File: src/hw/rtl/loc_pkg.sv
// Shared types, constants and helpers for the order book matcher.
package loc_pkg;

  localparam int ORDER_SLOTS = 16;
  localparam int SLOT_W      = $clog2(ORDER_SLOTS);
  localparam int SCAN_W      = $clog2(ORDER_SLOTS + 2);
  localparam int AVAIL_W     = 32 + SLOT_W + 1;

  localparam logic [15:0] PRICE_MAX = 16'hFFFF;
  localparam logic [15:0] PRICE_MIN = 16'h0000;

  // Commands and order types
  localparam logic       CMD_NEW    = 1'b0;
  localparam logic       CMD_CANCEL = 1'b1;
  localparam logic       SIDE_BUY   = 1'b0;
  localparam logic [2:0] OT_LIMIT   = 3'd0;
  localparam logic [2:0] OT_MARKET  = 3'd1;
  localparam logic [2:0] OT_IOC     = 3'd2;
  localparam logic [2:0] OT_POST    = 3'd3;
  localparam logic [2:0] OT_FOK     = 3'd4;

  // Report kinds
  localparam logic [1:0] RK_ACK    = 2'd0;
  localparam logic [1:0] RK_FILL   = 2'd1;
  localparam logic [1:0] RK_REJECT = 2'd2;
  localparam logic [1:0] RK_CANCEL = 2'd3;

  // Reject reasons
  localparam logic [2:0] RJ_NONE      = 3'd0;
  localparam logic [2:0] RJ_SYMBOL    = 3'd1;
  localparam logic [2:0] RJ_EMPTY     = 3'd2;
  localparam logic [2:0] RJ_CROSS     = 3'd3;
  localparam logic [2:0] RJ_LIQUIDITY = 3'd4;
  localparam logic [2:0] RJ_NOT_FOUND = 3'd5;
  localparam logic [2:0] RJ_FULL      = 3'd6;

  typedef struct packed {
    logic        cmd;
    logic [2:0]  order_type;
    logic        side;
    logic [15:0] symbol;
    logic [31:0] order_ident;
    logic [15:0] lim_px;
    logic [31:0] quantity;
    logic [62:0] timestamp;
  } order_t;

  typedef struct packed {
    logic [1:0]  report_kind;
    logic [31:0] report_order;
    logic        report_side;
    logic [15:0] report_price;
    logic [31:0] report_qty;
    logic [62:0] report_time;
    logic [2:0]  reject_code;
    logic        last;
  } report_t;

  // Search request broadcast to every cell
  typedef struct packed {
    logic        is_cancel;
    logic        side;
    logic [31:0] ident;
    logic [15:0] price;
    logic [31:0] arrival;
  } query_t;

  // Running search result handed from cell to cell
  typedef struct packed {
    logic              found;
    logic [SLOT_W-1:0] idx;
    logic [31:0]       order;
    logic              side;
    logic [15:0]       price;
    logic [31:0]       rem;
    logic [31:0]       age;
    logic [AVAIL_W-1:0] avail;
    logic              free_found;
    logic [SLOT_W-1:0] free_idx;
  } carry_t;

  typedef enum logic [2:0] {
    WR_CLEAR = 3'b001,
    WR_REM   = 3'b010,
    WR_REST  = 3'b100
  } wr_op_t;

  typedef struct packed {
    logic              en;
    wr_op_t            op;
    logic [SLOT_W-1:0] idx;
    logic [31:0]       order;
    logic              side;
    logic [15:0]       price;
    logic [31:0]       rem;
    logic [31:0]       arrival;
  } slot_wr_t;

  function automatic logic crosses(logic aside, logic [15:0] lim, logic [15:0] rp);
    return (aside == SIDE_BUY) ? (rp <= lim) : (rp >= lim);
  endfunction

  function automatic report_t mk_rep(logic [1:0] kind, logic [31:0] ord, logic side,
                                     logic [15:0] price, logic [31:0] qty,
                                     logic [62:0] ts, logic [2:0] code);
    report_t r;
    r.report_kind  = kind;
    r.report_order = ord;
    r.report_side  = side;
    r.report_price = price;
    r.report_qty   = qty;
    r.report_time  = ts;
    r.reject_code  = code;
    r.last         = 1'b0;
    return r;
  endfunction

endpackage

File: src/hw/rtl/loc_cell.sv
// One order slot: holds a resting order and folds it into the passing search carry.
module loc_cell (
  input  logic                      clk,
  input  logic                      rst,
  input  logic [loc_pkg::SLOT_W-1:0] idx,
  input  loc_pkg::query_t           query,
  input  loc_pkg::slot_wr_t         wr,
  input  loc_pkg::carry_t           carry_in,
  output loc_pkg::carry_t           carry_out
);
  import loc_pkg::*;

  logic        valid;
  logic [31:0] order;
  logic        side;
  logic [15:0] price;
  logic [31:0] rem;
  logic [31:0] arrival;

  carry_t      carry_next;
  logic [31:0] age;
  logic        better;
  logic        take;

  // Slot storage
  always_ff @(posedge clk) begin
    if (rst) begin
      valid <= 1'b0;
    end else if (wr.en && wr.idx == idx) begin
      case (wr.op)
        WR_CLEAR: valid <= 1'b0;
        WR_REM:   rem <= wr.rem;
        WR_REST: begin
          valid   <= 1'b1;
          order   <= wr.order;
          side    <= wr.side;
          price   <= wr.price;
          rem     <= wr.rem;
          arrival <= wr.arrival;
        end
        default: valid <= valid;
      endcase
    end
  end

  // Fold this slot into the carry
  always_comb begin
    carry_next = carry_in;
    age        = query.arrival - arrival;
    if (query.side == SIDE_BUY) begin
      better = price < carry_in.price;
    end else begin
      better = price > carry_in.price;
    end
    if (!better && price == carry_in.price) begin
      better = age > carry_in.age;
    end
    if (query.is_cancel) begin
      take = valid && order == query.ident && !carry_in.found;
    end else begin
      take = valid && side != query.side && (!carry_in.found || better);
      if (valid && side != query.side && crosses(query.side, query.price, price)) begin
        carry_next.avail = carry_in.avail + AVAIL_W'(rem);
      end
    end
    if (take) begin
      carry_next.found = 1'b1;
      carry_next.idx   = idx;
      carry_next.order = order;
      carry_next.side  = side;
      carry_next.price = price;
      carry_next.rem   = rem;
      carry_next.age   = age;
    end
    if (!valid && !carry_in.free_found) begin
      carry_next.free_found = 1'b1;
      carry_next.free_idx   = idx;
    end
  end

  always_ff @(posedge clk) begin
    carry_out <= carry_next;
  end

endmodule

File: config.mk
export PLATFORM = sky130hd
export DESIGN_NAME = loc_cell
export DESIGN_NICKNAME = d
export VERILOG_FILES = /design/src/hw/rtl/loc_pkg.sv /design/src/hw/rtl/loc_cell.sv
export SDC_FILE = /design/constraint.sdc
export NUM_CORES = 1
export LEC_CHECK = 0
export ABC_AREA = 1
export BUFFER_PORTS_ARGS = -buffer_cell sky130_fd_sc_hd__buf_2
export CAP_MARGIN = 25
export CORE_AREA = 2 2 204 206
export DETAILED_ROUTE_END_ITERATION = 10
export DIE_AREA = 0 0 206 208
export HOLD_SLACK_MARGIN = 0.12
export PLACE_DENSITY = 0.64
export RECOVER_POWER = 50
export SLEW_MARGIN = 25
export SYNTH_ARGS = -nofsm -noshare
export SYNTH_HDL_FRONTEND = slang
export SYNTH_SLANG_ARGS = --single-unit
File: constraint.sdc
create_clock -name clk -period 9.3 [get_ports clk]
set_input_delay 0.93 -clock clk [delete_from_list [all_inputs] [get_ports clk]]
set_output_delay 0.93 -clock clk [all_outputs]
set_load 0.1 [all_outputs]
-- Yosys cells after proc, flatten, opt, wreduce, memory -nomap -nowiden
Cells that the tools add are included.
- add/sub/neg operators: 2
- $lt $le $gt $ge: 5
- equality and inequality tests: 7
- muxes and demuxes: 9
- bitwise operators: 1
- reductions and logical operators: 18
- operators with widths (kind ; count):
    117-bit two-way mux ; 1
    37-bit two-way mux ; 2
    37-bit by 32-bit adder with 37-bit output ; 1
    32-bit equality test ; 1
    32-bit > comparator ; 1
    32-bit subtractor ; 1
    16-bit equality test ; 1
    16-bit >= comparator ; 1
    16-bit > comparator ; 1
    16-bit <= comparator ; 1
    16-bit less-than comparator ; 1
    1-bit logical AND ; 8
    3-bit AND reduction ; 2
    4-bit equality test ; 1
    1-bit zero test ; 4
    1-bit two-way mux ; 4
    4-bit two-way mux ; 1
    3-bit by 1-bit equality test with 1-bit output, second input constant ; 1
    3-bit by 2-bit equality test with 1-bit output, second input constant ; 1
    3-bit equality test, second input constant ; 1
    1-bit one-hot mux with 2 select lines ; 1
    2-bit AND reduction ; 1
    2-bit nonzero test ; 1
    2-bit OR reduction ; 1
    other kinds (3) ; 3
- bits in registers: 274
- input bits: 369

-- Longest topological paths before layout
- word-level depth: 9
- gate-level depth with buffers: 30

-- Worst setup path before layout
Ideal clock, no wire load.
- kind: input port to flip-flop
- from: in idx[1] in the netlist's numbering
- to: reg arrival[0], enable pin
- library setup time: 623 ps
- arrival time: 6832 ps
- required time: 8677 ps
- path slack: 1845 ps
- stages: 4
- path buffers: 0
- cells stage by stage: xor2_1 nor2_1 nand4_1 nor3_1
- longest elaborated chain between the ends: 3
- ends and longest elaborated chain (element ; line ; text):
    start: declaration ; loc_cell.sv:5 ; input logic [loc_pkg::SLOT_W-1:0] idx,
    4-bit equality test ; loc_cell.sv:29 ; end else if (wr.en && wr.idx == idx) begin
    1-bit logical AND ; loc_cell.sv:29 ;
    3-bit AND reduction (no source line) ; -- ;
    end signal: assignment ; loc_cell.sv:39 ; arrival <= wr.arrival;
    end: declaration ; loc_cell.sv:18 ; logic [31:0] arrival;
No other way between the ends.
A chain may end at the register's enable or synchronous reset.

==> impl_metrics.ini <==
[grt]
grt_overflow_total = 0
grt_pass1_wl_mm = 83.32
grt_total_usage_pct = 25.27
grt_start_max_net_pins = 80
antenna_violations_before_repair = 21
grt_pass1_vias = 15250

[detailed_routing]
remaining_drc_errors = 0
detailedRoute.firstIterationViolations = 773
viasPerCell = 4.901
drtPass1Iterations = 5
avgRoutedWirePerCell_um = 18.29
num_vias = 14900
finalWirelength_mm = 55.60
detail-route-antenna-nets = 0

[cts]
tritoncts = yes
insertion_delay_ps = 580
postCtsSetupBuffers = 0
path_clk_slew_ps = 60
cts_num_sinks = 274
max-clock-path-buffers = 3
h_tree_level_count = 1
cts_resized = 0
ctsHoldBuffers = 0
tritoncts.num_buffers = 30
cts_root_buf = sky130_fd_sc_hd__clkbuf_16

[timing]
setup_tns_ps = 0
rsz0062_at_grt = no
max_clock_freq_mhz = 176.0
drv_slew = 33
worst_slew_pin_slew_ps = 2022
timing.max_slew.rel_slack_pct = -34.77
fin_ws_ps = 3619
hold_viol_final = 0
timing.final.crit_share_pct = 61.09
setup_viol = 0
final.setup_skew_ps = 22.18
minimum_clock_period_after_layout_ps = 5681

[floorplanning]
initial_utilization_pct = 37.78
die_width_um = 206
core_um2 = 40550
row_count = 74
top_level_ports = 529
design.die.area_um2 = 42850
fp.dieH_um = 208

[finish]
commonest_cells_after_routing_fill_and_taps_aside = 581 x sky130_fd_sc_hd__nand2_1, 401 x sky130_fd_sc_hd__buf_2, 217 x sky130_fd_sc_hd__inv_1, 164 x sky130_fd_sc_hd__nand3_1, 161 x sky130_fd_sc_hd__dfxtp_1
finish.net_count = 2966
most_common_cell_after_layout_fill_and_taps_aside = sky130_fd_sc_hd__nand2_1
final_layout_size_suffix_gt1_share_pct = 19.38
fillerInstances = 4156
area_delta_synth_final_pct = 26.70
layout.cell_area.non_filler_um2 = 19410

[yosys]
synth_area_um2 = 15320
ys_warn_count = 0
seq_area_frac_synth_pct = 43.18
postSynthRegisterBits = 274
mappedNetlistNets = 2442
synth.avg_cell_area_um2 = 7.881
synth_cells = 1944
post_synth_num_cell_types = 39

[min_path]
timing.hold.worst_path_depth = 2
hold_path.startpoint = rem[30]$_DFFE_PP_
hold_class = flip-flop to flip-flop
hold-path-endpoint = carry_out[104]$_DFF_P_

[setup_path]
setup.reg_to_reg.worst_slack_ps = 3800
startpoint_type = input pin
r2r_start = arrival[0]$_DFFE_PP_
cp_slowest_cell = sky130_fd_sc_hd__buf_4
worst_r2r_endpoint = carry_out[88]$_DFF_P_
criticalPathCategory = input pin to flip-flop
crit_arrival_ps = 6190
timing.critical_path.fanout_max = 66
worstSetupEndpointType = flip-flop
cell_repeated_most_along_the_worst_path = sky130_fd_sc_hd__nand2_1
worst_r2r_path_depth = 25
max_stage_delay_ps = 730
timing.critical_path.required_ps = 9810

[placed_design]
post_dp_cell_area_um2 = 18460
worst_setup_slack_before_clock_tree_synthesis_ps = 3014
globalplace.congestion = 1.006
hpwl_mm = 45.28
port-buffer-count = 528

[power]
power_per_cell_area_nw_per_um2 = 169.7
ir_drop_v = 0.0001317
static-leakage-power_nw = 9.603

[job]
cap_violations = 1

[status]
run_status = finished, violations left
failed_checks = capacitance limit, slew limit
[worst max-delay path: cells and delay by family]
kind	cells	cell delay, ps
buf+inv	6	1080
fa+ha+maj	3	870
simple gates	16	2410
compound gates	2	820
[cell families after synthesis]
family | after synthesis | synth area share, %
compound gates | 227 | 7.848
xor+xnor | 70 | 4.002
fa+ha+maj | 129 | 10.63
buf+inv | 262 | 7.023
flops | 274 | 43.18
mux | 4 | 0.2940
simple gates | 978 | 27.02
[layout make-up]
cell class	instances	area [µm²]	area share, %
flip-flops and latches	274	6616	34.09
diodes	15	37.54	0.1934
multi-input cells	1408	7641	39.36
repair buffers	537	2564	13.21
clock buffers	40	818.3	4.216
clock inverters	16	254.0	1.308
well taps	532	665.6	3.429
inverters	217	814.5	4.196
[flip-flops by register name (all words and copies together) (netlist names)]
signal     cells
carry_out    160
rem           32
order         32
price         16
valid          1
side           1
arrival       32
[synth_stat cells, drive strengths merged]
| cell type | number | area, µm² |
|---|---|---|
| o21a | 6 | 45.04 |
| fa | 2 | 40.04 |
| nand3b | 6 | 45.04 |
| ha | 127 | 1589 |
| nor2 | 144 | 540.5 |
| nand4 | 20 | 125.1 |
| a211oi | 2 | 20.02 |
| a21oi | 117 | 585.6 |
| and3 | 1 | 6.260 |
| o211ai | 1 | 7.510 |
| buf | 42 | 250.2 |
| xnor2 | 27 | 236.5 |
| o21bai | 2 | 15.01 |
| mux2 | 4 | 45.04 |
| and2 | 2 | 12.51 |
| a21boi | 4 | 30.03 |
| nor3 | 29 | 145.1 |
| or2 | 6 | 37.54 |
| edfxtp | 113 | 3393 |
| nand2 | 583 | 2191 |
| o21ai | 85 | 425.4 |
| clkbuf | 3 | 11.26 |
| nor4 | 4 | 25.02 |
| a31oi | 1 | 6.260 |
| xor2 | 43 | 376.6 |
| o31ai | 1 | 7.510 |
| dfxtp | 161 | 3223 |
| inv | 217 | 814.5 |
| a21o | 8 | 60.06 |
| nand3 | 183 | 1011 |
[worst max path at each step]
stage	to	start	slack [ps]
after floorplan	arrival[0]$_DFFE_PP_	idx[1]	1850
after global placement	carry_out[72]$_DFF_P_	query[0]	3180
after detailed placement	carry_out[98]$_DFF_P_	query[0]	3010
after CTS	carry_out[88]$_DFF_P_	query[0]	3600
after global routing	carry_out[76]$_DFF_P_	query[0]	3030
final	carry_out[88]$_DFF_P_	query[0]	3620
[metrics by stage]
| stage | hold WS [ps] | util (%) | total power, mW | std cells |
|---|---|---|---|---|
| floorplan | 437.3 | - | 1.827 | 1944 |
| global placement | 465.2 | 45.51 | 2.028 | 2967 |
| detailed placement | 463.3 | 45.51 | 2.033 | 2967 |
| CTS | 477.3 | 48.16 | 3.332 | 3023 |
| global route | 494.6 | 47.85 | 3.418 | 3036 |
| finish | 477.3 | 47.87 | 3.294 | 3039 |
[report_power, final]
| part | switching, mW | internal [mW] | leakage, nW |
|---|---|---|---|
| registers | 0.0143 | 1.29 | 2.37 |
| logic | 0.517 | 0.179 | 6.71 |
| clock network | 0.506 | 0.786 | 0.517 |
| total | 1.04 | 2.26 | 9.60 |
[layer usage]
| metal | GRT usage [%] | routed length, µm | vias up |
|---|---|---|---|
| met3 | 5.060 | 3763 | 120 |
| li1 | - | - | 7434 |
| met1 | 27.30 | 20710 | 6803 |
| met5 | 0 | 69 | - |
| met4 | 10.84 | 2340 | 10 |
| met2 | 47.14 | 28720 | 528 |
Note: power is estimated with default switching activity, not from simulation.
