**src/hw/rtl/loc_pkg.sv**
```systemverilog
// Shared types, constants and helpers for the order book matcher.
package loc_pkg;

  localparam int ORDER_SLOTS = 16;
  localparam int SLOT_W      = $clog2(ORDER_SLOTS);
  localparam int SCAN_W      = $clog2(ORDER_SLOTS + 2);
  localparam int AVAIL_W     = 32 + SLOT_W + 1;

  localparam logic [15:0] PRICE_MAX = 16'hFFFF;
  localparam logic [15:0] PRICE_MIN = 16'h0000;

  // Commands and order types
  localparam logic       CMD_NEW    = 1'b0;
  localparam logic       CMD_CANCEL = 1'b1;
  localparam logic       SIDE_BUY   = 1'b0;
  localparam logic [2:0] OT_LIMIT   = 3'd0;
  localparam logic [2:0] OT_MARKET  = 3'd1;
  localparam logic [2:0] OT_IOC     = 3'd2;
  localparam logic [2:0] OT_POST    = 3'd3;
  localparam logic [2:0] OT_FOK     = 3'd4;

  // Report kinds
  localparam logic [1:0] RK_ACK    = 2'd0;
  localparam logic [1:0] RK_FILL   = 2'd1;
  localparam logic [1:0] RK_REJECT = 2'd2;
  localparam logic [1:0] RK_CANCEL = 2'd3;

  // Reject reasons
  localparam logic [2:0] RJ_NONE      = 3'd0;
  localparam logic [2:0] RJ_SYMBOL    = 3'd1;
  localparam logic [2:0] RJ_EMPTY     = 3'd2;
  localparam logic [2:0] RJ_CROSS     = 3'd3;
  localparam logic [2:0] RJ_LIQUIDITY = 3'd4;
  localparam logic [2:0] RJ_NOT_FOUND = 3'd5;
  localparam logic [2:0] RJ_FULL      = 3'd6;

  typedef struct packed {
    logic        cmd;
    logic [2:0]  order_type;
    logic        side;
    logic [15:0] symbol;
    logic [31:0] order_ident;
    logic [15:0] lim_px;
    logic [31:0] quantity;
    logic [62:0] timestamp;
  } order_t;

  typedef struct packed {
    logic [1:0]  report_kind;
    logic [31:0] report_order;
    logic        report_side;
    logic [15:0] report_price;
    logic [31:0] report_qty;
    logic [62:0] report_time;
    logic [2:0]  reject_code;
    logic        last;
  } report_t;

  // Search request broadcast to every cell
  typedef struct packed {
    logic        is_cancel;
    logic        side;
    logic [31:0] ident;
    logic [15:0] price;
    logic [31:0] arrival;
  } query_t;

  // Running search result handed from cell to cell
  typedef struct packed {
    logic              found;
    logic [SLOT_W-1:0] idx;
    logic [31:0]       order;
    logic              side;
    logic [15:0]       price;
    logic [31:0]       rem;
    logic [31:0]       age;
    logic [AVAIL_W-1:0] avail;
    logic              free_found;
    logic [SLOT_W-1:0] free_idx;
  } carry_t;

  typedef enum logic [2:0] {
    WR_CLEAR = 3'b001,
    WR_REM   = 3'b010,
    WR_REST  = 3'b100
  } wr_op_t;

  typedef struct packed {
    logic              en;
    wr_op_t            op;
    logic [SLOT_W-1:0] idx;
    logic [31:0]       order;
    logic              side;
    logic [15:0]       price;
    logic [31:0]       rem;
    logic [31:0]       arrival;
  } slot_wr_t;

  function automatic logic crosses(logic aside, logic [15:0] lim, logic [15:0] rp);
    return (aside == SIDE_BUY) ? (rp <= lim) : (rp >= lim);
  endfunction

  function automatic report_t mk_rep(logic [1:0] kind, logic [31:0] ord, logic side,
                                     logic [15:0] price, logic [31:0] qty,
                                     logic [62:0] ts, logic [2:0] code);
    report_t r;
    r.report_kind  = kind;
    r.report_order = ord;
    r.report_side  = side;
    r.report_price = price;
    r.report_qty   = qty;
    r.report_time  = ts;
    r.reject_code  = code;
    r.last         = 1'b0;
    return r;
  endfunction

endpackage

```
**src/hw/rtl/loc_ctrl.sv**
```systemverilog
// Sequencer: runs slot searches, decides reports and updates the slots.
module loc_ctrl (
  input  logic                clk,
  input  logic                rst,
  input  logic [15:0]         book_symbol,
  input  logic                order_valid,
  output logic                order_ready,
  input  loc_pkg::order_t     order,
  output logic                report_valid,
  input  logic                report_ready,
  output loc_pkg::report_t    report,
  output loc_pkg::query_t     query,
  output loc_pkg::slot_wr_t   wr,
  input  loc_pkg::carry_t     tail
);
  import loc_pkg::*;

  typedef enum logic [5:0] {
    S_IDLE   = 6'b000001,
    S_SCAN   = 6'b000010,
    S_DECIDE = 6'b000100,
    S_FILL_M = 6'b001000,
    S_FILL_T = 6'b010000,
    S_FINISH = 6'b100000
  } state_t;

  state_t      state;
  logic        sweeping;
  order_t      item;
  logic [31:0] rem;
  logic [31:0] fill;
  logic [31:0] arrival_count;
  logic [SCAN_W-1:0] scan_cnt;
  report_t     pend;
  logic        pend_valid;

  logic        out_free;
  logic        produce;
  report_t     prod_rep;
  report_t     last_rep;
  logic        limit_like;
  logic        can_fill;

  assign order_ready = (state == S_IDLE);
  assign out_free    = !report_valid || report_ready;
  assign limit_like  = !(item.order_type inside {OT_MARKET, OT_IOC, OT_POST, OT_FOK});
  assign can_fill    = rem != 32'd0 && tail.found && crosses(item.side, query.price, tail.price);

  // Which report a state hands over this cycle
  always_comb begin
    produce  = 1'b0;
    prod_rep = mk_rep(RK_ACK, item.order_ident, item.side, item.lim_px,
                      item.quantity, item.timestamp, RJ_NONE);
    if (out_free) begin
      case (state)
        S_DECIDE: begin
          if (!sweeping) begin
            produce = 1'b1;
            if (item.cmd == CMD_CANCEL) begin
              if (tail.found) begin
                prod_rep = mk_rep(RK_CANCEL, item.order_ident, tail.side, tail.price,
                                  tail.rem, item.timestamp, RJ_NONE);
              end else begin
                prod_rep = mk_rep(RK_REJECT, item.order_ident, 1'b0, 16'd0, 32'd0,
                                  item.timestamp, RJ_NOT_FOUND);
              end
            end else if (item.symbol != book_symbol) begin
              prod_rep.report_kind = RK_REJECT;
              prod_rep.reject_code = RJ_SYMBOL;
            end else if (item.order_type == OT_MARKET && !tail.found) begin
              prod_rep.report_kind = RK_REJECT;
              prod_rep.reject_code = RJ_EMPTY;
            end else if (item.order_type == OT_POST) begin
              if (tail.found && crosses(item.side, item.lim_px, tail.price)) begin
                prod_rep.report_kind = RK_REJECT;
                prod_rep.reject_code = RJ_CROSS;
              end else if (item.quantity != 32'd0 && !tail.free_found) begin
                prod_rep.report_kind = RK_REJECT;
                prod_rep.reject_code = RJ_FULL;
              end
            end else if (item.order_type == OT_FOK &&
                         tail.avail < AVAIL_W'(item.quantity)) begin
              prod_rep.report_kind = RK_REJECT;
              prod_rep.reject_code = RJ_LIQUIDITY;
            end
          end else if (!can_fill && limit_like && rem != 32'd0 && !tail.free_found) begin
            produce  = 1'b1;
            prod_rep = mk_rep(RK_REJECT, item.order_ident, item.side, item.lim_px,
                              rem, item.timestamp, RJ_FULL);
          end
        end
        S_FILL_M: begin
          produce  = 1'b1;
          prod_rep = mk_rep(RK_FILL, tail.order, tail.side, tail.price, fill,
                            item.timestamp, RJ_NONE);
        end
        S_FILL_T: begin
          produce  = 1'b1;
          prod_rep = mk_rep(RK_FILL, item.order_ident, item.side, tail.price, fill,
                            item.timestamp, RJ_NONE);
        end
        default: produce = 1'b0;
      endcase
    end
  end

  // Final beat of an item carries last
  always_comb begin
    last_rep      = pend;
    last_rep.last = 1'b1;
  end

  // Output register: a report leaves one step behind so its last flag is known
  always_ff @(posedge clk) begin
    if (rst) begin
      report_valid <= 1'b0;
      pend_valid   <= 1'b0;
    end else begin
      if (report_valid && report_ready) begin
        report_valid <= 1'b0;
      end
      if (produce) begin
        pend       <= prod_rep;
        pend_valid <= 1'b1;
        if (pend_valid) begin
          report       <= pend;
          report_valid <= 1'b1;
        end
      end else if (state == S_FINISH && out_free) begin
        report       <= last_rep;
        report_valid <= 1'b1;
        pend_valid   <= 1'b0;
      end
    end
  end

  // Sequencer
  always_ff @(posedge clk) begin
    if (rst) begin
      state         <= S_IDLE;
      arrival_count <= 32'd0;
      wr.en         <= 1'b0;
      sweeping      <= 1'b0;
    end else begin
      wr.en <= 1'b0;
      case (state)
        S_IDLE: begin
          if (order_valid) begin
            item            <= order;
            rem             <= order.quantity;
            sweeping        <= 1'b0;
            query.is_cancel <= order.cmd;
            query.side      <= order.side;
            query.ident     <= order.order_ident;
            query.arrival   <= arrival_count;
            if (order.order_type == OT_MARKET) begin
              query.price <= (order.side == SIDE_BUY) ? PRICE_MAX : PRICE_MIN;
            end else begin
              query.price <= order.lim_px;
            end
            scan_cnt <= '0;
            state    <= S_SCAN;
          end
        end
        S_SCAN: begin
          if (scan_cnt == SCAN_W'(ORDER_SLOTS + 1)) begin
            state <= S_DECIDE;
          end else begin
            scan_cnt <= scan_cnt + 1'b1;
          end
        end
        S_DECIDE: begin
          if (out_free) begin
            scan_cnt <= '0;
            if (!sweeping) begin
              if (item.cmd == CMD_CANCEL) begin
                state <= S_FINISH;
                if (tail.found) begin
                  wr.en  <= 1'b1;
                  wr.op  <= WR_CLEAR;
                  wr.idx <= tail.idx;
                end
              end else if (item.symbol != book_symbol) begin
                state <= S_FINISH;
              end else if (item.order_type == OT_POST) begin
                state <= S_FINISH;
                if (!(tail.found && crosses(item.side, item.lim_px, tail.price)) &&
                    item.quantity != 32'd0 && tail.free_found) begin
                  wr.en      <= 1'b1;
                  wr.op      <= WR_REST;
                  wr.idx     <= tail.free_idx;
                  wr.order   <= item.order_ident;
                  wr.side    <= item.side;
                  wr.price   <= item.lim_px;
                  wr.rem     <= item.quantity;
                  wr.arrival <= arrival_count;
                  arrival_count <= arrival_count + 32'd1;
                end
              end else if (!(item.order_type == OT_MARKET && !tail.found) &&
                           !(item.order_type == OT_FOK &&
                             tail.avail < AVAIL_W'(item.quantity))) begin
                sweeping <= 1'b1;
                state    <= S_SCAN;
              end else begin
                state <= S_FINISH;
              end
            end else if (can_fill) begin
              fill  <= (rem < tail.rem) ? rem : tail.rem;
              state <= S_FILL_M;
            end else begin
              state <= S_FINISH;
              if (limit_like && rem != 32'd0 && tail.free_found) begin
                wr.en      <= 1'b1;
                wr.op      <= WR_REST;
                wr.idx     <= tail.free_idx;
                wr.order   <= item.order_ident;
                wr.side    <= item.side;
                wr.price   <= item.lim_px;
                wr.rem     <= rem;
                wr.arrival <= arrival_count;
                arrival_count <= arrival_count + 32'd1;
              end
            end
          end
        end
        S_FILL_M: begin
          if (out_free) begin
            state <= S_FILL_T;
          end
        end
        S_FILL_T: begin
          if (out_free) begin
            wr.en  <= 1'b1;
            wr.idx <= tail.idx;
            wr.rem <= tail.rem - fill;
            wr.op  <= (fill == tail.rem) ? WR_CLEAR : WR_REM;
            rem    <= rem - fill;
            scan_cnt <= '0;
            state  <= S_SCAN;
          end
        end
        S_FINISH: begin
          if (out_free) begin
            state <= S_IDLE;
          end
        end
        default: state <= S_IDLE;
      endcase
    end
  end

endmodule

```
**config.mk**
```make
export PLATFORM = sky130hd
export DESIGN_NAME = loc_ctrl
export DESIGN_NICKNAME = d
export VERILOG_FILES = /design/src/hw/rtl/loc_pkg.sv /design/src/hw/rtl/loc_ctrl.sv
export SDC_FILE = /design/constraint.sdc
export NUM_CORES = 1
export LEC_CHECK = 0
export BUFFER_PORTS_ARGS = -buffer_cell sky130_fd_sc_hd__buf_2
export CAP_MARGIN = 20
export CORE_MARGIN = 2
export CORE_UTILIZATION = 35
export CTS_CLUSTER_SIZE = 25
export DETAILED_ROUTE_END_ITERATION = 10
export SKIP_CTS_REPAIR_TIMING = 1
export SLEW_MARGIN = 5
export SYNTH_ARGS = -nofsm -noshare
export SYNTH_HDL_FRONTEND = slang
export SYNTH_SLANG_ARGS = --single-unit
export TNS_END_PERCENT = 10
```
**constraint.sdc**
```tcl
create_clock -name clk -period 16.75 [get_ports clk]
set_clock_uncertainty 0.05 [all_clocks]
set_input_delay 3.35 -clock clk [delete_from_list [all_inputs] [get_ports clk]]
set_output_delay 3.35 -clock clk [all_outputs]
set_load 0.03 [all_outputs]
```
=== After elaboration in Yosys (flattened, before gate mapping) ===
Index checks and enable logic that the tools add are counted.

* Register bits after elaboration: 743
* Logic and storage cells: 228
* Output and inout port bits: 355

* Reduce and logical (&&, ||, !) cells: 49
* Equality and inequality tests: 37
* Add/subtract/negate cells: 4
* Bitwise logic cells: 1
* $lt $le $gt $ge: 6
* Multiplexer cells: 89

{| class="wikitable"
|+ Operators with widths
! operator !! count
|-
| two-way mux 121 bit || 7
|-
| two-way mux 150 bit || 5
|-
| one-hot mux 150 bit (3 select lines) || 1
|-
| two-way mux 32 bit || 11
|-
| two-way mux 149 bit || 1
|-
| two-way mux 148 bit || 1
|-
| two-way mux 144 bit || 1
|-
| one-hot mux 32 bit (2 select lines) || 2
|-
| two-way mux 113 bit || 1
|-
| two-way mux 6 bit || 12
|-
| nonzero test 32 bit || 2
|-
| subtractor 32 bit || 2
|-
| less-than comparator 37 x 32 -> 1 bit || 1
|-
| one-hot mux 6 bit (6 select lines) || 1
|-
| adder 32 x 1 -> 32 bit (second input constant) || 1
|-
| == test 32 bit || 1
|-
| greater-or-equal comparator 16 bit || 2
|-
| <= comparator 16 bit || 2
|-
| less-than comparator 32 bit || 1
|-
| two-way mux 16 bit || 2
|-
| two-way mux 8 bit || 3
|-
| != test 2 bit (second input constant) || 11
|-
| two-way mux 3 bit || 7
|-
| AND reduction 10 bit || 2
|-
| other kinds (36) || 106
|}

=== Depth between registers and ports, before layout ===
Gate-level depths: netlist (run 1).

* Word-level depth: 13
* Mapped depth: 13

=== Least setup slack after synthesis (run 1) ===
Ideal clock, no wire load.

* Path type: input -> register
* Start: input rst
* End: register item[0] in the netlist's numbering, enable pin
* Setup slack: 3.343 ns
* Data required time: 15.911 ns
* Data arrival time: 12.567 ns
* Stages: 3
* Path through: clkbuf_1 buf_1 nor2_1

* Longest elaborated chain between the ends: 2

{| class="wikitable"
|+ RTL lines
! item !! line !! text
|-
| start: declaration || loc_ctrl.sv:4 || <nowiki>input logic rst,</nowiki>
|-
| NOT 1 bit (no line) || - ||
|-
| AND reduction 3 bit (no line) || - ||
|-
| end signal: assignment || loc_ctrl.sv:149 || <nowiki>item <= order;</nowiki>
|-
| end: declaration || loc_ctrl.sv:29 || <nowiki>order_t item;</nowiki>
|}

Every way passes these cells.
A chain may end at the register's enable or synchronous reset.

=== Worst setup path in the final report (run 1) ===
* Start: input tail[109] in the netlist's numbering
* End: register pend, in the netlist last_rep[60], enable pin

* Longest elaborated chain between the ends: 12
* Elaborated cells between the ends (all ways): 13
* Those cells by class: order compare: 2; mux: 5; reduce/logical: 6

{| class="wikitable"
|+ RTL lines
! item !! line !! text
|-
| start: declaration || loc_ctrl.sv:14 || <nowiki>input loc_pkg::carry_t tail</nowiki>
|-
| <= comparator 16 bit / greater-or-equal comparator 16 bit (equally long branches) || loc_pkg.sv:100 || <nowiki>return (aside == SIDE_BUY) ? (rp <= lim) : (rp >= lim);</nowiki>
|-
| two-way mux 1 bit (*) || loc_pkg.sv:100 ||
|-
| logical AND 1 bit (*) || loc_ctrl.sv:47 || <nowiki>assign can_fill = rem != 32'd0 && tail.found && crosses(item.side, query.price, tail.price);</nowiki>
|-
| logical NOT 1 bit (*) || loc_ctrl.sv:86 || <nowiki>end else if (!can_fill && limit_like && rem != 32'd0 && !tail.free_found) begin</nowiki>
|-
| logical AND 1 bit (*) (3 in series) || loc_ctrl.sv:86 ||
|-
| two-way mux 1 bit (*) || loc_ctrl.sv:86 ||
|-
| two-way mux 1 bit (*) || loc_ctrl.sv:57 || <nowiki>if (!sweeping) begin</nowiki>
|-
| one-hot mux 1 bit (2 select lines) (*) || loc_ctrl.sv:55 || <nowiki>case (state)</nowiki>
|-
| two-way mux 1 bit (*) || loc_ctrl.sv:54 || <nowiki>if (out_free) begin</nowiki>
|-
| AND reduction 2 bit (no line) (*) || - ||
|-
| end signal: assignment || loc_ctrl.sv:123 || <nowiki>pend <= prod_rep;</nowiki>
|-
| end: declaration || loc_ctrl.sv:34 || <nowiki>report_t pend;</nowiki>
|}

Mark *: on every way between the ends. The rest lies on a longest branch, timed or not.

==> summary.md, run 1 <==
| Metric | Value |
|---|---|
| Status | complete, no violations |
| Crit end category | flip-flop |
| Ratio of cells with drive above 1 in the final layout | 28.75% |
| Final hold vios | 0 |
| Die height | 313.2 um |
| Worst EP required | 16.90 ns |
| Worst-margin pin slew | 1.107 ns |
| Initial DRT Pass Iterations | 7 |
| EDFF count, synth | 700 |
| Fin util | 43.13% |
| Setup slack, reg-to-reg | 11.32 ns |
| Min Hold Slack | 0.3572 ns |
| Die width | 313.2 um |
| Count of cell types in the netlist | 80 |
| Crit path time final | 7.604 ns |
| Top-count cell post-synth | edfxtp_1 |
| Via density | 5.240 |
| Row count | 113 |
| Top cells by area, synth | edfxtp_1 63%, ha_1 5.9%, dfxtp_1 2.5%, mux2_2 2.3%, a21oi_1 1.8% |
| Area grow syn2layout | 22.32% |
| RSZ-0062 raised after global routing | false |
| Crit Path Max Fanout | 149 |
| Number of global-route vias before repair | 22700 |
| Cell Count, Final, Fillers Out | 4470 |
| Slew Limit Fails | 0 |
| Post-route cell area | 0.04092 mm^2 |
| Clock tree sinks | 742 |
| Worst setup SP type | input pin |
| Synth async-reset ratio | 0% |
| Average wire per standard cell | 24.14 um |
| Ys Warns | 0 |
| Residual DRC count | 0 |
| Crit path arrival time | 7.75 ns |
| Top post-synthesis cells by count | 700 x edfxtp_1, 159 x ha_1, 157 x inv_1 |
| Drt total wl | 107900 um |
| Routed vias | 23420 |
| Register area share after synthesis | 65.35% |
| Ys flop type | edfxtp_1 |
| Worst-path clk slew | 0.06 ns |
| FILL cells | 8794 |
| MaxCap Viol Count | 0 |
| Worst setup slack after layout | 9.146 ns |
| DPL Wire Length | 79250 um |
| # IOs | 699 |
| RR Startpoint | rem[26] |
| Avg Inst Size Synth | 13.57 um^2 |
| First-pass GRT wire length | 154400 um |
| Placed cell area | 0.03814 mm^2 |
| Period utilization | 45.40% |
| Multi-input gate area | 0.01051 mm^2 |
| Clock Latency Late Sink | 0.68 ns |
| Antenna Nets Post-Route | 0 |
| Synth Cell Area | 0.03345 mm^2 |
| Max rail drop VDD | 65.17 uV |
| Pleak | 15.96 nW |
| Die area | 0.09807 mm^2 |
| TritonCTS buffer count | 84 |
| Final setup fails | 0 |
| Total grt overflow | 0 |
| Maximum clock insertion buffer count | 3 |
| Relative slew slack | 26.17% |
| Starting density of the core | 35.26% |
| Fin nets | 3634 |
| Worst Hold Class | reg2reg |
| Worst Setup EP | last_rep[60] |
| Cell count after synthesis | 2465 |
| Critical path class | in2reg |
| Worst Reg-to-Reg Cells | 11 |
| F_max | 0.1315 GHz |
| Placed Instances | 4306 |
| Final GP Congestion | 0.9359 |
| PwrDens | 110.8 mW/mm^2 |
| Seq. cell area | 0.02186 mm^2 |
| DRT iter0 DRCs | 2144 |
| FF+latch count, synth | 742 |
| Synth Net Count | 2970 |
| TritonCTS clock tree | built |
| H-tree depth | 3 |
| Largest area contributor in the netlist | edfxtp_1 |
| Area fraction of the dominant cell type after synthesis | 62.83% |
| Worst r2r dst | last_rep[60] |
| Tot GR Track Use | 21.42% |
| Clock root buffer | clkbuf_16 |
| Tot Pwr | 4.533 mW |
| Pin count of the biggest net entering global routing | 150 |
| Worst Setup SP | tail[109] |
| Core area | 0.09487 mm^2 |
| Pre-CTS setup slack | 8.640 ns |
| Setup TNS | 0 ns |
| Antenna violations before repair | 28 |
| Port bufs | 666 |
==> cell families (layout without fill, tap and decap cells) <==
| family | after synthesis | in the layout | share of synthesized area, % |
|---|---|---|---|
| AOI/OAI and AO/OA | 576 | 576 | 11.59 |
| xor gates and xnor gates | 73 | 73 | 1.911 |
| adders and majority gates | 161 | 161 | 6.066 |
| buffers and inverters | 277 | 1008 | 3.542 |
| DFF | 742 | 742 | 65.35 |
| muxes | 87 | 87 | 2.854 |
| other | 0 | 9 | 0 |
| and+or+nand+nor | 549 | 549 | 8.688 |
==> cells in the final DEF (no fill, tap or decap), types with 12 or more instances in the layout <==
cell type    n
edfxtp_1   700
buf_2      666
ha_1       159
inv_1      157
nand2_1    118
a21oi_1    115
o21ai_0    114
nor2_1      97
and2_1      85
clkbuf_16   85
mux2_2      67
a21o_1      60
a22oi_1     46
nand4_1     42
dfxtp_1     41
xor2_1      37
xnor2_1     36
nand3_1     31
a211oi_1    29
or3_1       29
a221oi_1    28
o22ai_1     28
nor4_1      27
buf_4       27
nor3_1      23
a22o_1      21
mux2i_1     20
a221o_1     20
nor2b_1     18
clkinv_2    18
nand2b_1    15
clkinv_1    15
o21a_1      15
o31ai_1     15
clkbuf_1    15
a31oi_1     12
==> routing by layer <==
metal | global-route usage [%] | vias to the layer above | share of wire, %
met5 | 0 | - | 0.18
met4 | 7.862 | 28 | 3.3
met3 | 5.551 | 193 | 8.6
met2 | 35.61 | 983 | 48
met1 | 26.90 | 11430 | 40
li1 | - | 10790 | -
==> worst max-delay path, cell delays in order <==
cell and delay, ns:
buf_2 0.13, ha_1 0.31, nand4_1 0.18, nor4_1 0.78, nor3_1 0.11, mux2_2 0.36, o21ai_4 0.82, a31oi_2 0.46
buf_4 0.34, inv_1 0.23, nor2_4 0.06, buf_12 0.28
==> registers in the layout, indices dropped and copies added (netlist names) <==
register	count
sweeping	1
arrival_count	32
scan_cnt	5
report_valid	1
item	164
pend_valid	1
report	150
rem	32
state	6
wr	121
last_rep	149
fill	32
query	48
==> power by group <==
part | leakage (nW) | switching [mW] | internal [mW] | total, mW
sequential | 6.78 | 0.0686 | 2.13 | 2.20
combinational | 7.85 | 0.315 | 0.184 | 0.499
clock | 1.33 | 0.786 | 1.05 | 1.84
==> worst min path at each step <==
stage	start	end	slack, ns	depth (start not counted)
after floorplan	item[6]	last_rep[10]	0.35	0
after global placement	item[26]	last_rep[30]	0.35	0
after detailed placement	item[6]	last_rep[10]	0.35	0
after CTS	last_rep[3]	report[3]	0.35	0
after global routing	last_rep[22]	report[22]	0.37	0
final	last_rep[22]	report[22]	0.36	0
==> layout make-up <==
type / count / area share (%)
Tap cell: 1265 / 3.868
Antenna cell: 9 / 0.05504
Sequential cell: 742 / 53.43
Clock buffer: 100 / 5.336
Clock inverter: 53 / 1.379
Multi-Input combinational cell: 1446 / 25.69
Timing Repair Buffer: 696 / 8.788
Inverter: 159 / 1.458
Power figures use the tool's default switching activity.
==> run 2, diff against run 1 <==
==> constraint.sdc (replaced) <==
create_clock -name clk -period 7.3 [get_ports clk]
set_clock_uncertainty 0.05 [all_clocks]
set_input_delay 1.46 -clock clk [delete_from_list [all_inputs] [get_ports clk]]
set_output_delay 1.46 -clock clk [all_outputs]
set_load 0.03 [all_outputs]
==> run 2 against run 1 <==
Clock-buffer cell count fell by 5. Non-clock buffer count rose by 8. Largest power group unchanged. Flip-flop and latch count stayed put.
==> summary.md, run 2 (synthesized netlist as in run 1, its figures left out) <==
| Metric | Value |
|---|---|
| Worst Setup EP | report[104] |
| Starting density of the core | 35.26% |
| Worst Hold Class | reg2reg |
| Fin nets | 3641 |
| Clock root buffer | clkbuf_16 |
| Worst-path clk slew | 0.06 ns |
| Setup TNS | 0 ns |
| Pin count of the biggest net entering global routing | 106 |
| Clock Latency Late Sink | 0.67 ns |
| TritonCTS buffer count | 83 |
| Average wire per standard cell | 23.99 um |
| Maximum clock insertion buffer count | 3 |
| Via density | 5.225 |
| Crit end category | flip-flop |
| Die width | 313.2 um |
| Fin util | 43.19% |
| Tot GR Track Use | 21.16% |
| RSZ-0062 raised after global routing | false |
| MaxCap Viol Count | 0 |
| Status | complete, no violations |
| Worst Setup SP | tail[107] |
| Post-route cell area | 0.04097 mm^2 |
| Pleak | 15.99 nW |
| Critical path class | in2reg |
| Setup slack, reg-to-reg | 2.91 ns |
| Hold Crit Depth | 0 |
| DRT iter0 DRCs | 2391 |
| TritonCTS clock tree | built |
| PwrDens | 252.2 mW/mm^2 |
| Crit path arrival time | 5.14 ns |
| Die area | 0.09807 mm^2 |
| Number of flip-flops in the largest register | 164 |
| Most frequent cells in the layout | 700 x edfxtp_1, 666 x buf_2, 159 x ha_1, 157 x inv_1, 118 x nand2_1 |
| Port bufs | 666 |
| Worst-margin pin slew | 1.108 ns |
| Worst EP required | 7.54 ns |
| # IOs | 699 |
| Commonest non-fill, non-tap cell in the layout | edfxtp_1 |
| Placed cell area | 0.03822 mm^2 |
| Antenna violations before repair | 26 |
| Worst Reg-to-Reg Cells | 13 |
| Final setup fails | 0 |
| Worst setup SP type | input pin |
| Initial DRT Pass Iterations | 5 |
| Crit path time final | 4.898 ns |
| Total grt overflow | 0 |
| DPL Wire Length | 80180 um |
| Core area | 0.09487 mm^2 |
| First-pass GRT wire length | 152300 um |
| Number of global-route vias before repair | 22490 |
| Max rail drop VDD | 148.0 uV |
| RR Startpoint | query[33] |
| Area grow syn2layout | 22.47% |
| Slew Limit Fails | 0 |
| Placed Instances | 4313 |
| Worst r2r dst | report[104] |
| Row count | 113 |
| H-tree depth | 3 |
| Drt total wl | 107300 um |
| F_max | 0.2042 GHz |
| FILL cells | 8757 |
| Die height | 313.2 um |
| Antenna Nets Post-Route | 0 |
| Period utilization | 67.10% |
| Ratio of cells with drive above 1 in the final layout | 28.92% |
| Final hold vios | 0 |
| Relative slew slack | 26.06% |
| Routed vias | 23380 |
| Clock tree sinks | 742 |
| Min Hold Slack | 0.3579 ns |
| Most flops, register | item |
| Crit Path Max Fanout | 70 |
| Cell Count, Final, Fillers Out | 4475 |
| Final GP Congestion | 0.9102 |
| Residual DRC count | 0 |
==> run 2: worst min path at each step <==
stage	endpoint	from	slack [ns]
2_1_floorplan	last_rep[10]	item[6]	0.35
3_3_place_gp	report[137]	last_rep[137]	0.35
3_5_place_dp	last_rep[10]	item[6]	0.35
4_1_cts	report[30]	last_rep[30]	0.35
5_1_grt	report[30]	last_rep[30]	0.36
6_report	last_rep[38]	item[34]	0.36
==> run 2: cell type report <==
cell class,instances,area [um^2],share of cell area (%)
clock inverters,56,586.8,1.432
inverters,159,596.8,1.457
multi-input cells,1446,10510,25.64
clock buffers,95,2122,5.179
flip-flops and latches,742,21860,53.36
well taps,1265,1583,3.863
diodes,8,20.02,0.04886
repair buffers,704,3697,9.024
==> run 2: critical path, cell delays in order <==
cell and delay [ns]:
buf_2 0.13, ha_1 0.29, nor2b_1 0.14, o211ai_1 0.13, a21o_1 0.19, a211oi_1 0.50, mux2_2 0.33, o21ai_2 0.08
a31oi_2 0.68, buf_4 0.33, nand2_1 0.12, a21oi_4 0.27, buf_12 0.35
==> run 2: routing by layer <==
metal  global-route usage (%)  part of all wire (%)  vias to the layer above
met2                    35.54                    48                     1013
met1                    26.59                    40                    11360
met3                    5.081                   8.5                      195
met5                        0                  0.17                        -
li1                         -                     -                    10790
met4                    7.579                   3.3                       28
==> run 2: power breakdown <==
| group | total, mW | leakage [nW] | switching [mW] | internal, mW |
|---|---|---|---|---|
| logic | 1.14 | 7.91 | 0.719 | 0.420 |
| clock network | 4.15 | 1.30 | 1.75 | 2.39 |
| registers | 5.05 | 6.79 | 0.162 | 4.88 |
| total | 10.3 | 16.0 | 2.64 | 7.70 |
==> run 2: metrics by stage <==
stage / total power [mW] / setup slack [ns]
floorplan: 5.834 / -0.5056
global placement: 6.248 / 1.713
detailed placement: 6.264 / 1.690
CTS: 10.43 / 2.386
global route: 10.72 / 2.167
finish: 10.33 / 2.402
==> run 3, diff against run 2 <==
--- a/config.mk
+++ b/config.mk
@@ -5,6 +5,7 @@
 export SDC_FILE = /design/constraint.sdc
 export NUM_CORES = 1
 export LEC_CHECK = 0
+export ABC_AREA = 1
 export BUFFER_PORTS_ARGS = -buffer_cell sky130_fd_sc_hd__buf_2
 export CAP_MARGIN = 20
 export CORE_MARGIN = 2
==> constraint.sdc (replaced) <==
create_clock -name clk -period 5 [get_ports clk]
set_clock_uncertainty 0.05 [all_clocks]
set_input_delay 1 -clock clk [delete_from_list [all_inputs] [get_ports clk]]
set_output_delay 1 -clock clk [all_outputs]
set_load 0.03 [all_outputs]
==> run 3 against run 2 <==
Global-route usage up 2.8 points. Wire length is 16% higher. Sequential power is 54% higher. Cell count up 17%. Register-to-register slack got worse by 1.6 ns. Hold slack got worse by 0.014 ns. Sequential share of layout area shrank 1.8 points. Clock-buffer cell count up 11. Largest cell class unchanged. Largest power group unchanged. Highest routed layer unchanged.
==> summary.md, run 3 <==
| Metric | Value |
|---|---|
| Status | complete, no violations |
| Relative slew slack | 14.67% |
| Tot GR Track Use | 23.93% |
| Crit end category | flip-flop |
| Top cells by area, synth | edfxtp_1 61%, nand2_1 6.4%, ha_1 5.7%, inv_1 4.4%, o21ai_0 3.3% |
| Crit path arrival time | 3.99 ns |
| Final setup fails | 0 |
| Ys Warns | 0 |
| Final hold vios | 0 |
| RR Startpoint | query[36] |
| Pre-CTS setup slack | 0.6279 ns |
| Pleak | 17.47 nW |
| Port bufs | 666 |
| Die height | 319.0 um |
| Clock root buffer | clkbuf_16 |
| PwrDens | 397.6 mW/mm^2 |
| Sequential power share | 46.2% |
| Die area | 0.1018 mm^2 |
| HP Start | last_rep[97] |
| DPL Wire Length | 95010 um |
| Synth async-reset ratio | 0% |
| Worst Hold Class | reg2reg |
| Antenna Nets Post-Route | 0 |
| Worst-path clk slew | 0.07 ns |
| Area fraction of the dominant cell type after synthesis | 60.53% |
| Avg Inst Size Synth | 10.84 um^2 |
| Top-count cell post-synth | edfxtp_1 |
| Top post-synthesis cells by count | 700 x edfxtp_1, 592 x nand2_1, 405 x inv_1 |
| Routed vias | 26870 |
| Starting density of the core | 35.28% |
| Via density | 5.118 |
| MaxCap Viol Count | 0 |
| Placed Instances | 5086 |
| Ys flop type | edfxtp_1 |
| Row count | 115 |
| Most flops, register | item |
| Antenna violations before repair | 29 |
| Worst EP required | 5.25 ns |
| Period utilization | 74.74% |
| Worst Setup SP | query[36] |
| Setup TNS | 0 ns |
| Tot Pwr | 16.86 mW |
| Register area share after synthesis | 62.95% |
| RSZ-0062 raised after global routing | false |
| Drt total wl | 124900 um |
| Average wire per standard cell | 23.79 um |
| Most frequent cells in the layout | 700 x edfxtp_1, 666 x buf_2, 592 x nand2_1, 405 x inv_1, 279 x nor2_1 |
| Clock tree sinks | 742 |
| Clock Latency Late Sink | 0.67 ns |
| Comb pwr share | 16.8% |
| Crit Path Max Fanout | 27 |
| Critical path class | reg2reg |
| Area grow syn2layout | 22.16% |
| Synth Cell Area | 0.03473 mm^2 |
| Commonest non-fill, non-tap cell in the layout | edfxtp_1 |
| Total grt overflow | 0 |
| Worst setup SP type | flip-flop |
| Maximum clock insertion buffer count | 3 |
| Pint | 11.90 mW |
| TritonCTS clock tree | built |
| EDFF count, synth | 700 |
| DRT iter0 DRCs | 2386 |
| Count of cell types in the netlist | 57 |
| Number of flip-flops in the largest register | 164 |
| TritonCTS buffer count | 83 |
| FILL cells | 9404 |
| Final GP Congestion | 0.9653 |
| Clock share of power | 37.0% |
| Worst setup slack after layout | 1.263 ns |
| Worst-margin pin slew | 1.280 ns |
| # IOs | 699 |
| Core area | 0.09842 mm^2 |
| Sw Share | 29.44% |
| Residual DRC count | 0 |
| Die width | 319.0 um |
| H-tree depth | 3 |
| FF+latch count, synth | 742 |
| First-pass GRT wire length | 177800 um |
| Post-route cell area | 0.04242 mm^2 |
| Initial DRT Pass Iterations | 5 |
| Slew Limit Fails | 0 |
| F_max | 0.2676 GHz |
| Synth Net Count | 3709 |
| Max rail drop VDD | 277.8 uV |
| Largest area contributor in the netlist | edfxtp_1 |
| Crit path time final | 3.737 ns |
| Cell Count, Final, Fillers Out | 5250 |
| Fin nets | 4390 |
| Net Sw Power | 4.965 mW |
| Placed cell area | 0.03961 mm^2 |
| Pin count of the biggest net entering global routing | 163 |
| Number of global-route vias before repair | 26520 |
| Cell count after synthesis | 3204 |
| Ratio of cells with drive above 1 in the final layout | 22.41% |
[run 3: cell count changes after synthesis, sizes merged, moves of 71 or more]
cell	delta
nor2	+194
nand3	+71
and2	-84
inv	+254
nand2	+477
o21ai	+153
[run 3: power groups by stage]
stage	Clock, mW	Combinational [mW]	Sequential [mW]
final	6.25	2.83	7.79
after global routing	6.62	3.07	7.84
after floorplan	0	1.46	8.19
after CTS	6.38	2.83	7.79
after detailed placement	0	2.82	7.92
after global placement	0	2.79	7.90
[run 3: kinds of logic (layout without fill, tap and decap cells)]
| kind of cell | count (synthesis) | after routing | synth area share, % |
|---|---|---|---|
| compound gates | 573 | 573 | 9.487 |
| xor+xnor | 58 | 58 | 1.463 |
| fa+ha+maj | 161 | 161 | 5.844 |
| buf+inv | 534 | 1280 | 6.356 |
| flops | 742 | 742 | 62.95 |
| other cells | 0 | 13 | 0 |
| simple gates | 1136 | 1136 | 13.90 |
[run 3: worst paths after layout]
kind | slack [ns] | to | depth (start not counted)
setup reg to reg | 1.26 | report[145] | 17
setup / recovery | 1.26 | report[145] | 17
hold / removal | 0.34 | report[97] | 0
hold reg to reg | 0.34 | report[97] | 0
[run 3: layout make-up]
type                       count  area (um^2)  share of cell area (%)
antenna                       13        32.53                 0.07668
clock buffer                 106         2225                   5.244
clock inverter                44        530.5                   1.251
inverter                     415         1559                   3.675
multi-input combinational   1928        10730                   25.29
sequential                   742        21860                   51.53
tap                         1287         1610                   3.796
timing repair buffer         715         3876                   9.137
[run 3: metal layers]
layer  vias to the layer above  routed length, um  track usage [%]
li1                      12540                  -                -
met1                     12940              48680            28.67
met2                      1142              61940            42.19
met3                       234               9605            5.303
met4                        16               4564            8.407
met5                         -                104                0
[run 3: through the flow]
stage          utilization [%]  hold WS, ns
2_1_floorplan                -       0.3503
3_3_place_gp             40.25       0.3501
3_5_place_dp             40.25       0.3545
4_1_cts                  43.05       0.3404
5_1_grt                  43.09       0.3633
6_report                 43.10       0.3435
[run 3: worst max-delay path, stage by stage, from the launching register on]
cell,delay [ns]
edfxtp_1,0.49
inv_1,0.08
ha_1,0.29
nand2_1,0.04
nor2_1,0.29
nand3_1,0.14
nand3_1,0.16
nand2_1,0.08
nand4_1,0.10
nand3_2,0.20
nand2_1,0.14
nand2_1,0.08
nand2_1,0.15
nand2_1,0.08
nand2_1,0.06
nand2_1,0.08
nor2_4,0.40
buf_4,0.44
